<file path="src/rtl/pps_pkg.sv">
// ============================================================================
// pps_pkg
// Shared types and constants for the preemptive priority scheduler: the job
// table row layout, request kinds, the sequencer states and the result word.
// ============================================================================
package pps_pkg;

  // Default table depth.
  localparam int MAX_PROCS_DEF = 16;

  // Field widths fixed by the stream format.
  localparam int TIME_W  = 32;
  localparam int ARR_W   = 16;
  localparam int BURST_W = 16;
  localparam int PRIO_W  = 8;
  localparam int ID_W    = 5;

  localparam logic [TIME_W-1:0] TIME_MAX = '1;

  // Request kinds carried on the input tuser.
  localparam logic REQ_ADD  = 1'b0;
  localparam logic REQ_TICK = 1'b1;

  // One row of the job table.
  typedef struct packed {
    logic               done;
    logic               started;
    logic [TIME_W-1:0]  start;
    logic [BURST_W-1:0] remain;
    logic [PRIO_W-1:0]  prio;
    logic [BURST_W-1:0] burst;
    logic [ARR_W-1:0]   arrival;
  } row_t;

  // Sequencer states.
  typedef enum logic [2:0] {
    ST_IDLE,
    ST_SCAN,
    ST_DRAIN,
    ST_UPDATE,
    ST_REPORT
  } state_e;

  // One result word.
  typedef struct packed {
    logic              all_done;
    logic              finished;
    logic [TIME_W-1:0] wait_t;
    logic [TIME_W-1:0] turn_t;
    logic [TIME_W-1:0] fin_t;
    logic [TIME_W-1:0] start_t;
    logic [ID_W-1:0]   run_id;
    logic [TIME_W-1:0] slot_t;
  } result_t;

endpackage

</file>
<file path="src/rtl/pps_ram.sv">
// ============================================================================
// pps_ram
// Generic simple dual-port RAM: one write port, one read port, registered
// read data.
// ============================================================================
module pps_ram #(
  parameter int WIDTH = 8,
  parameter int DEPTH = 16
) (
  input  logic                                     clk_i,
  input  logic                                     we_i,
  input  logic [((DEPTH > 1) ? $clog2(DEPTH) : 1)-1:0] waddr_i,
  input  logic [WIDTH-1:0]                         wdata_i,
  input  logic [((DEPTH > 1) ? $clog2(DEPTH) : 1)-1:0] raddr_i,
  output logic [WIDTH-1:0]                         rdata_o
);

  logic [WIDTH-1:0] mem_q [DEPTH];
  logic [WIDTH-1:0] rdata_q;

  // Write port.
  always_ff @(posedge clk_i) begin
    if (we_i) begin
      mem_q[waddr_i] <= wdata_i;
    end
  end

  // Registered read port.
  always_ff @(posedge clk_i) begin
    rdata_q <= mem_q[raddr_i];
  end

  assign rdata_o = rdata_q;

endmodule

</file>
<file path="src/rtl/pps_cmp.sv">
// ============================================================================
// pps_cmp
// Shared selection comparator: decides whether the table row under test
// replaces the best candidate found so far in the current scan.
// ============================================================================
module pps_cmp (
  input  pps_pkg::row_t                    cand_i,
  input  pps_pkg::row_t                    best_i,
  input  logic                             found_i,
  input  logic [pps_pkg::TIME_W-1:0]       now_i,
  output logic                             take_o
);
  import pps_pkg::*;

  logic eligible;
  logic better;

  // A job competes once it has arrived and is not yet complete.
  assign eligible = !cand_i.done && ({{(TIME_W-ARR_W){1'b0}}, cand_i.arrival} <= now_i);

  // Lower priority number wins, then earlier arrival; a full tie keeps the
  // earlier slot, since slots are scanned in ascending order.
  assign better = (cand_i.prio < best_i.prio) ||
                  ((cand_i.prio == best_i.prio) && (cand_i.arrival < best_i.arrival));

  assign take_o = eligible && (!found_i || better);

endmodule

</file>
<file path="src/rtl/preemptive_priority_scheduler.sv">
// ============================================================================
// preemptive_priority_scheduler
// Preemptive priority scheduler with a job table in RAM. An add word stores a
// job; a tick word serves the best ready job for one time unit and reports it.
// For a tick word, one table row per cycle is read through the single read
// port and checked by the shared comparator, followed by the drain, update
// and report states; the report state waits for the output to be free. The
// block accepts no word until the result is loaded. Reset clears the job and
// finish counts, the time and all handshake state; the table needs no
// clearing, as only rows below the job count are read.
// ============================================================================
module preemptive_priority_scheduler #(
  parameter int MAX_PROCS = pps_pkg::MAX_PROCS_DEF
) (
  input  logic         clk_i,
  input  logic         rst_ni,
  // Input stream.
  input  logic         s_axis_tvalid,
  output logic         s_axis_tready,
  // tdata: job_arrival[15:0], job_burst[31:16], job_priority[39:32]
  input  logic [39:0]  s_axis_tdata,
  // tuser: req_type[0]
  input  logic         s_axis_tuser,
  // Output stream.
  output logic         m_axis_tvalid,
  input  logic         m_axis_tready,
  // tdata: slot_time[31:0], running_id[36:32], start_time[68:37],
  //        finish_time[100:69], turnaround_time[132:101],
  //        waiting_time[164:133], zero fill[167:165]
  output logic [167:0] m_axis_tdata,
  // tuser: job_finished[0]
  output logic         m_axis_tuser,
  // tlast: all_done
  output logic         m_axis_tlast
);
  import pps_pkg::*;

  localparam int IDX_W = (MAX_PROCS > 1) ? $clog2(MAX_PROCS) : 1;
  localparam int CNT_W = $clog2(MAX_PROCS + 1);
  localparam int SUM_W = (IDX_W + 1 > ID_W) ? IDX_W + 1 : ID_W;

  state_e             state_q, state_d;
  logic [CNT_W-1:0]   cnt_q, cnt_d;
  logic [CNT_W-1:0]   job_cnt_q, job_cnt_d;
  logic [CNT_W-1:0]   fin_cnt_q, fin_cnt_d;
  logic [TIME_W-1:0]  now_q, now_d;
  logic               cmp_vld_q, cmp_vld_d;
  logic [IDX_W-1:0]   cmp_idx_q, cmp_idx_d;
  logic               found_q, found_d;
  row_t               best_q, best_d;
  logic [IDX_W-1:0]   best_idx_q, best_idx_d;
  logic               fin_flag_q, fin_flag_d;
  logic [TIME_W-1:0]  start_q, start_d;
  logic [TIME_W-1:0]  fin_q, fin_d;
  logic [TIME_W-1:0]  turn_q, turn_d;
  logic               out_vld_q, out_vld_d;
  result_t            out_q, out_d;

  logic               in_acc;
  logic               out_free;
  logic               ram_we;
  logic [IDX_W-1:0]   ram_waddr;
  row_t               ram_wdata;
  row_t               ram_rdata;
  logic               take;
  logic [BURST_W-1:0] rem_new;
  logic [TIME_W-1:0]  fin_val;
  logic [TIME_W-1:0]  burst_ext;
  logic [TIME_W-1:0]  wait_val;
  logic [SUM_W-1:0]   id_sum;
  logic [CNT_W-1:0]   fin_cnt_new;

  assign in_acc   = s_axis_tvalid && s_axis_tready;
  assign out_free = !out_vld_q || m_axis_tready;

  // Job table.
  pps_ram #(
    .WIDTH ($bits(row_t)),
    .DEPTH (MAX_PROCS)
  ) u_table (
    .clk_i   (clk_i),
    .we_i    (ram_we),
    .waddr_i (ram_waddr),
    .wdata_i (ram_wdata),
    .raddr_i (cnt_q[IDX_W-1:0]),
    .rdata_o (ram_rdata)
  );

  // Shared comparator.
  pps_cmp u_cmp (
    .cand_i  (ram_rdata),
    .best_i  (best_q),
    .found_i (found_q),
    .now_i   (now_q),
    .take_o  (take)
  );

  // Arithmetic helpers for the update and report steps.
  assign rem_new     = best_q.remain - BURST_W'(1);
  assign fin_val     = (now_q == TIME_MAX) ? now_q : now_q + TIME_W'(1);
  assign burst_ext   = {{(TIME_W-BURST_W){1'b0}}, best_q.burst};
  assign wait_val    = (turn_q >= burst_ext) ? turn_q - burst_ext : '0;
  assign id_sum      = SUM_W'(best_idx_q) + SUM_W'(1);
  assign fin_cnt_new = fin_cnt_q + CNT_W'(fin_flag_q);

  // Next state.
  always_comb begin
    state_d = state_q;
    case (state_q)
      ST_IDLE: begin
        if (in_acc && (s_axis_tuser == REQ_TICK)) begin
          state_d = ST_SCAN;
        end
      end
      ST_SCAN: begin
        if (cnt_q == job_cnt_q) begin
          state_d = ST_DRAIN;
        end
      end
      ST_DRAIN:  state_d = ST_UPDATE;
      ST_UPDATE: state_d = ST_REPORT;
      ST_REPORT: begin
        if (out_free) begin
          state_d = ST_IDLE;
        end
      end
      default: state_d = ST_IDLE;
    endcase
  end

  // Datapath and handshake outputs.
  always_comb begin
    s_axis_tready = 1'b0;
    cnt_d         = cnt_q;
    job_cnt_d     = job_cnt_q;
    fin_cnt_d     = fin_cnt_q;
    now_d         = now_q;
    cmp_vld_d     = 1'b0;
    cmp_idx_d     = cnt_q[IDX_W-1:0];
    found_d       = found_q;
    best_d        = best_q;
    best_idx_d    = best_idx_q;
    fin_flag_d    = fin_flag_q;
    start_d       = start_q;
    fin_d         = fin_q;
    turn_d        = turn_q;
    out_d         = out_q;
    out_vld_d     = out_vld_q && !m_axis_tready;
    ram_we        = 1'b0;
    ram_waddr     = job_cnt_q[IDX_W-1:0];
    ram_wdata     = '0;

    // Track the best candidate whenever a table row is on the read port.
    if (cmp_vld_q && take) begin
      best_d     = ram_rdata;
      best_idx_d = cmp_idx_q;
      found_d    = 1'b1;
    end

    case (state_q)
      ST_IDLE: begin
        s_axis_tready = 1'b1;
        cnt_d         = '0;
        found_d       = 1'b0;
        // An add word fills the next free row unless the table is full or
        // the burst is empty.
        if (in_acc && (s_axis_tuser == REQ_ADD) &&
            (job_cnt_q != CNT_W'(MAX_PROCS)) && (s_axis_tdata[31:16] != '0)) begin
          ram_we            = 1'b1;
          ram_wdata.arrival = s_axis_tdata[15:0];
          ram_wdata.burst   = s_axis_tdata[31:16];
          ram_wdata.remain  = s_axis_tdata[31:16];
          ram_wdata.prio    = s_axis_tdata[39:32];
          job_cnt_d         = job_cnt_q + CNT_W'(1);
        end
      end
      ST_SCAN: begin
        // Issue one row read per cycle.
        if (cnt_q != job_cnt_q) begin
          cmp_vld_d = 1'b1;
          cnt_d     = cnt_q + CNT_W'(1);
        end
      end
      ST_UPDATE: begin
        // Serve the chosen job for one tick and write its row back.
        fin_flag_d = found_q && (rem_new == '0);
        start_d    = best_q.started ? best_q.start : now_q;
        fin_d      = fin_val;
        turn_d     = fin_val - {{(TIME_W-ARR_W){1'b0}}, best_q.arrival};
        if (found_q) begin
          ram_we            = 1'b1;
          ram_waddr         = best_idx_q;
          ram_wdata         = best_q;
          ram_wdata.remain  = rem_new;
          ram_wdata.started = 1'b1;
          ram_wdata.start   = best_q.started ? best_q.start : now_q;
          ram_wdata.done    = (rem_new == '0);
        end
      end
      ST_REPORT: begin
        // Load the result word and advance time.
        if (out_free) begin
          out_vld_d      = 1'b1;
          out_d          = '0;
          out_d.slot_t   = now_q;
          out_d.run_id   = found_q ? id_sum[ID_W-1:0] : '0;
          out_d.finished = fin_flag_q;
          out_d.all_done = (fin_cnt_new == job_cnt_q);
          if (fin_flag_q) begin
            out_d.start_t = start_q;
            out_d.fin_t   = fin_q;
            out_d.turn_t  = turn_q;
            out_d.wait_t  = wait_val;
          end
          fin_cnt_d = fin_cnt_new;
          now_d     = (now_q == TIME_MAX) ? now_q : now_q + TIME_W'(1);
        end
      end
      default: begin
      end
    endcase
  end

  // Control registers.
  always_ff @(posedge clk_i or negedge rst_ni) begin
    if (!rst_ni) begin
      state_q   <= ST_IDLE;
      cnt_q     <= '0;
      job_cnt_q <= '0;
      fin_cnt_q <= '0;
      now_q     <= '0;
      cmp_vld_q <= 1'b0;
      found_q   <= 1'b0;
      out_vld_q <= 1'b0;
    end else begin
      state_q   <= state_d;
      cnt_q     <= cnt_d;
      job_cnt_q <= job_cnt_d;
      fin_cnt_q <= fin_cnt_d;
      now_q     <= now_d;
      cmp_vld_q <= cmp_vld_d;
      found_q   <= found_d;
      out_vld_q <= out_vld_d;
    end
  end

  // Payload registers.
  always_ff @(posedge clk_i) begin
    cmp_idx_q  <= cmp_idx_d;
    best_q     <= best_d;
    best_idx_q <= best_idx_d;
    fin_flag_q <= fin_flag_d;
    start_q    <= start_d;
    fin_q      <= fin_d;
    turn_q     <= turn_d;
    out_q      <= out_d;
  end

  // Output stream.
  assign m_axis_tvalid = out_vld_q;
  assign m_axis_tuser  = out_q.finished;
  assign m_axis_tlast  = out_q.all_done;
  assign m_axis_tdata  = {3'b000, out_q.wait_t, out_q.turn_t, out_q.fin_t,
                          out_q.start_t, out_q.run_id, out_q.slot_t};

endmodule

</file>
<file path="config.mk">
export PLATFORM = sky130hd
export DESIGN_NAME = preemptive_priority_scheduler
export DESIGN_NICKNAME = d
export VERILOG_FILES = /design/src/rtl/pps_pkg.sv /design/src/rtl/pps_ram.sv /design/src/rtl/pps_cmp.sv /design/src/rtl/preemptive_priority_scheduler.sv
export SDC_FILE = /design/constraint.sdc
export NUM_CORES = 2
export LEC_CHECK = 0
export ABC_CLOCK_PERIOD_IN_PS = 7100
export BUFFER_PORTS_ARGS = -buffer_cell sky130_fd_sc_hd__buf_4
export CORE_UTILIZATION = 36
export CTS_CLUSTER_SIZE = 30
export DETAILED_ROUTE_END_ITERATION = 6
export PLACE_DENSITY = 0.54
export SYNTH_ARGS = -nofsm -noshare
export SYNTH_HDL_FRONTEND = slang
export SYNTH_SLANG_ARGS = --single-unit
</file>
<file path="constraint.sdc">
create_clock -name clk_i -period 7.1 [get_ports clk_i]
set_input_delay 0 -clock clk_i [delete_from_list [all_inputs] [get_ports clk_i]]
set_output_delay 0 -clock clk_i [all_outputs]
set_load 0.01 [all_outputs]
</file>
==> results.json <==
{
  "start_util_pct": 36.2,
  "netlist.area_leader.share_pct": 71.9,
  "antenna_found_initial": 13,
  "die_h_um": 459,
  "clockRootBuffer": "clkbuf_16",
  "area_delta_synth_final_pct": 17.1,
  "netlist-cell-type-count": 74,
  "start_kind": "flop",
  "tightest_slew_ns": 1.27,
  "final_nets": 4218,
  "worst-path-buf-inv": 0,
  "crit_type": "reg -> reg",
  "async_flop_share_pct": 2.73,
  "totalWireLength_mm": 198,
  "clk_pin_slew_ns": 0.06,
  "post_cts_resized": 0,
  "drt-initial-drc-count": 3663,
  "finClkSkew_ns": 0.0627,
  "finalSetupTns_ns": 0,
  "fillers": 17975,
  "final_hold_viol_count": 0,
  "seq_area_frac_synth_pct": 76.2,
  "rr_startpoint": "now_q[0]",
  "min_from": "s_axis_tdata[13]",
  "cp_top_family": "simple AND/OR/NAND/NOR gates",
  "synth_top_cell_by_area": "edfxtp_1",
  "yosys_warnings": 0,
  "drc": 0,
  "final_util_pct": 42.4,
  "crit_fanout": 7,
  "num_vias": 37027,
  "finalSetupViolCount": 0,
  "rsz0062_at_grt": "no",
  "cp_slowest_cell": "dfrtp_1",
  "insertion_delay_ns": 0.84,
  "cts_tree": "done",
  "hold_class": "in -> reg",
  "whs_path_depth": 4,
  "critical_path.max_stage_delay_ns": 0.50,
  "antenna_left": 0,
  "drv_slew": 0,
  "finalCriticalPeriod_ns": 5.26,
  "cts_inserted_buffers": 196,
  "slew_headroom_pct": 14.4,
  "synth.most_common_cell": "edfxtp_1",
  "clock-sinks": 1944,
  "drv_cap": 0,
  "fmax_mhz": 190,
  "die-area_um2": 210000,
  "ys_ff_latch": 1944,
  "crit_chain": "ha_1, nand2_1, or3_1, nor2_1, a21oi_1, nand3_1, nor3_1, nand3_1, xnor2_1, ha_1, and3_1, a22oi_1, a21oi_1, a21oi_1, a211o_1, nor2_1, nor3_1, and2b_1, nand2_1, xnor2_1",
  "htreeDepth": 4,
  "required_ns": 7.67,
  "cts_max_path_buffers": 3,
  "grt_max_degree": 131,
  "leakagePower_nw": 28.7,
  "avgSynthCellArea_um2": 20.4,
  "gr-total-overflow": 0,
  "fp-row-count": 167,
  "die_width_um": 459,
  "route.detailed.wl_per_inst_um": 28.1,
  "crit_start": "now_q[0]",
  "min_period_over_period_pct": 74.1,
  "dr.pass1.iters": 5,
  "status": "finished clean",
  "drive_gt1_share_pct": 26.9,
  "gp_congestion": 0.857,
  "grt.total_usage_pct": 18.7,
  "synth_common_cells": "edfxtp_1 (1797), mux4_2 (450), nand2_1 (131)",
  "dp_hpwl_mm": 113,
  "synth_area_leaders": "edfxtp_1 (72%), mux4_2 (14%), dfxtp_1 (2.5%), dfrtp_1 (1.8%), ha_1 (1.3%)",
  "peakVddDrop_v": 0.000272,
  "post_drt_via_cell_ratio": 5.25,
  "coreArea_um2": 207000,
  "netlist_instances": 3677,
  "worst-path-stages": 20,
  "grt_pass1_vias": 37628,
  "synth_area_um2": 75000,
  "synth_ff_type": "edfxtp_1",
  "synth_edf_count": 1797,
  "grt_pass1_wl_mm": 281,
  "cp-end-kind": "flop",
  "power_per_cell_area_nw_per_um2": 348,
  "arrival_ns": 5.83,
  "boundaryPins": 217,
  "reg2reg_depth": 20,
  "port_buffers": 213,
  "crit_path_frequent_cell": "a21oi_1"
}
registers in the layout, indices dropped and copies added, names as in the netlist, 3 cells and up:
signal	count
m_axis_tdata	165
cmp_idx_q	4
best_q	89
now_q	32
state_q	3
u_table.mem_q	1440
start_q	32
job_cnt_q	5
cnt_q	5
turn_q	32
best_idx_q	4
u_table.rdata_o	90
fin_cnt_q	5
fin_q	32
worst register-to-register path, stage by stage, from the launching register on:
cell	delay (ns)
dfrtp_1	0.50
ha_1	0.29
nand2_1	0.15
or3_1	0.16
nor2_1	0.06
a21oi_1	0.46
nand3_1	0.22
nor3_1	0.41
nand3_1	0.19
xnor2_1	0.26
ha_1	0.33
and3_1	0.21
a22oi_1	0.28
a21oi_1	0.11
a21oi_1	0.23
a211o_1	0.20
nor2_1	0.09
nor3_1	0.37
and2b_1	0.25
nand2_1	0.09
xnor2_1	0.14
area by class of cell:
cell class	count	area, um^2	area share [%]
flip-flops and latches	1944	57200	65.1
multi-input cells	1487	17100	19.5
clock buffers	272	5450	6.21
well taps	2788	3490	3.97
repair buffers	377	3190	3.63
clock inverters	100	1110	1.26
inverters	85	327	0.372
diodes	1	2.50	0.00285
timing repair:
| action | in CTS | in global routing |
|---|---|---|
| hold buffers | 48 | 0 |
| setup buffers | 0 | 0 |
| endpoints found under the hold margin | 889 | 0 |
where the power goes:
group	switching, mW	internal [mW]
combinational	3.24	2.46
clock	4.42	6.05
sequential	0.612	13.8
final timing paths:
path                                    endpoint  slack [ns]
min                        u_table.mem_q[14][13]        0.24
min in group asynchronous              now_q[31]        0.29
max                                   turn_q[29]        1.84
min reg2reg                           best_q[31]        0.40
max in group asynchronous               cnt_q[2]        6.42
max reg2reg                           turn_q[29]        1.84
through the flow:
step                      cells  setup slack [ns]  hold WS [ns]  instance area, um^2  power, mW
after floorplan            3679             0.636        -0.296                75100       18.2
after global placement     6632              2.09         0.207                80800       20.4
after detailed placement   6633              1.93         0.202                80800       20.5
after CTS                  7053              1.89         0.195                87800       31.0
after global routing       7053              1.42         0.238                87800       31.7
final                      7054              1.84         0.236                87800       30.6
per-layer routing:
metal	global-route usage (%)	wire (um)
met5	0	19
met4	4.70	3980
met3	2.82	10200
met2	30.6	96500
met1	26.3	87100
cell families after synthesis:
logic type,after synthesis,synth area share (%)
xor gates and xnor gates,127,1.51
and+or+nand+nor,583,4.05
buffers and inverters,248,1.28
adders and majority gates,82,1.39
AOI/OAI and AO/OA,218,1.72
DFF,1944,76.2
other,1,0.00500
muxes,474,13.9
layout by cell type (no fill, tap or decap), types with 47 or more instances in the layout:
| cell | n |
|---|---|
| and2_1 | 99 |
| ha_1 | 80 |
| clkbuf_16 | 197 |
| mux4_2 | 450 |
| buf_4 | 311 |
| nand2_1 | 130 |
| edfxtp_1 | 1797 |
| dfxtp_1 | 94 |
| inv_1 | 83 |
| nor2_1 | 101 |
| dfrtp_1 | 48 |
| clkbuf_1 | 51 |
| nor3_1 | 51 |
| dlygate4sd3_1 | 47 |
| o21ai_0 | 108 |
| xnor2_1 | 86 |
Power figures use the tool's default switching activity.
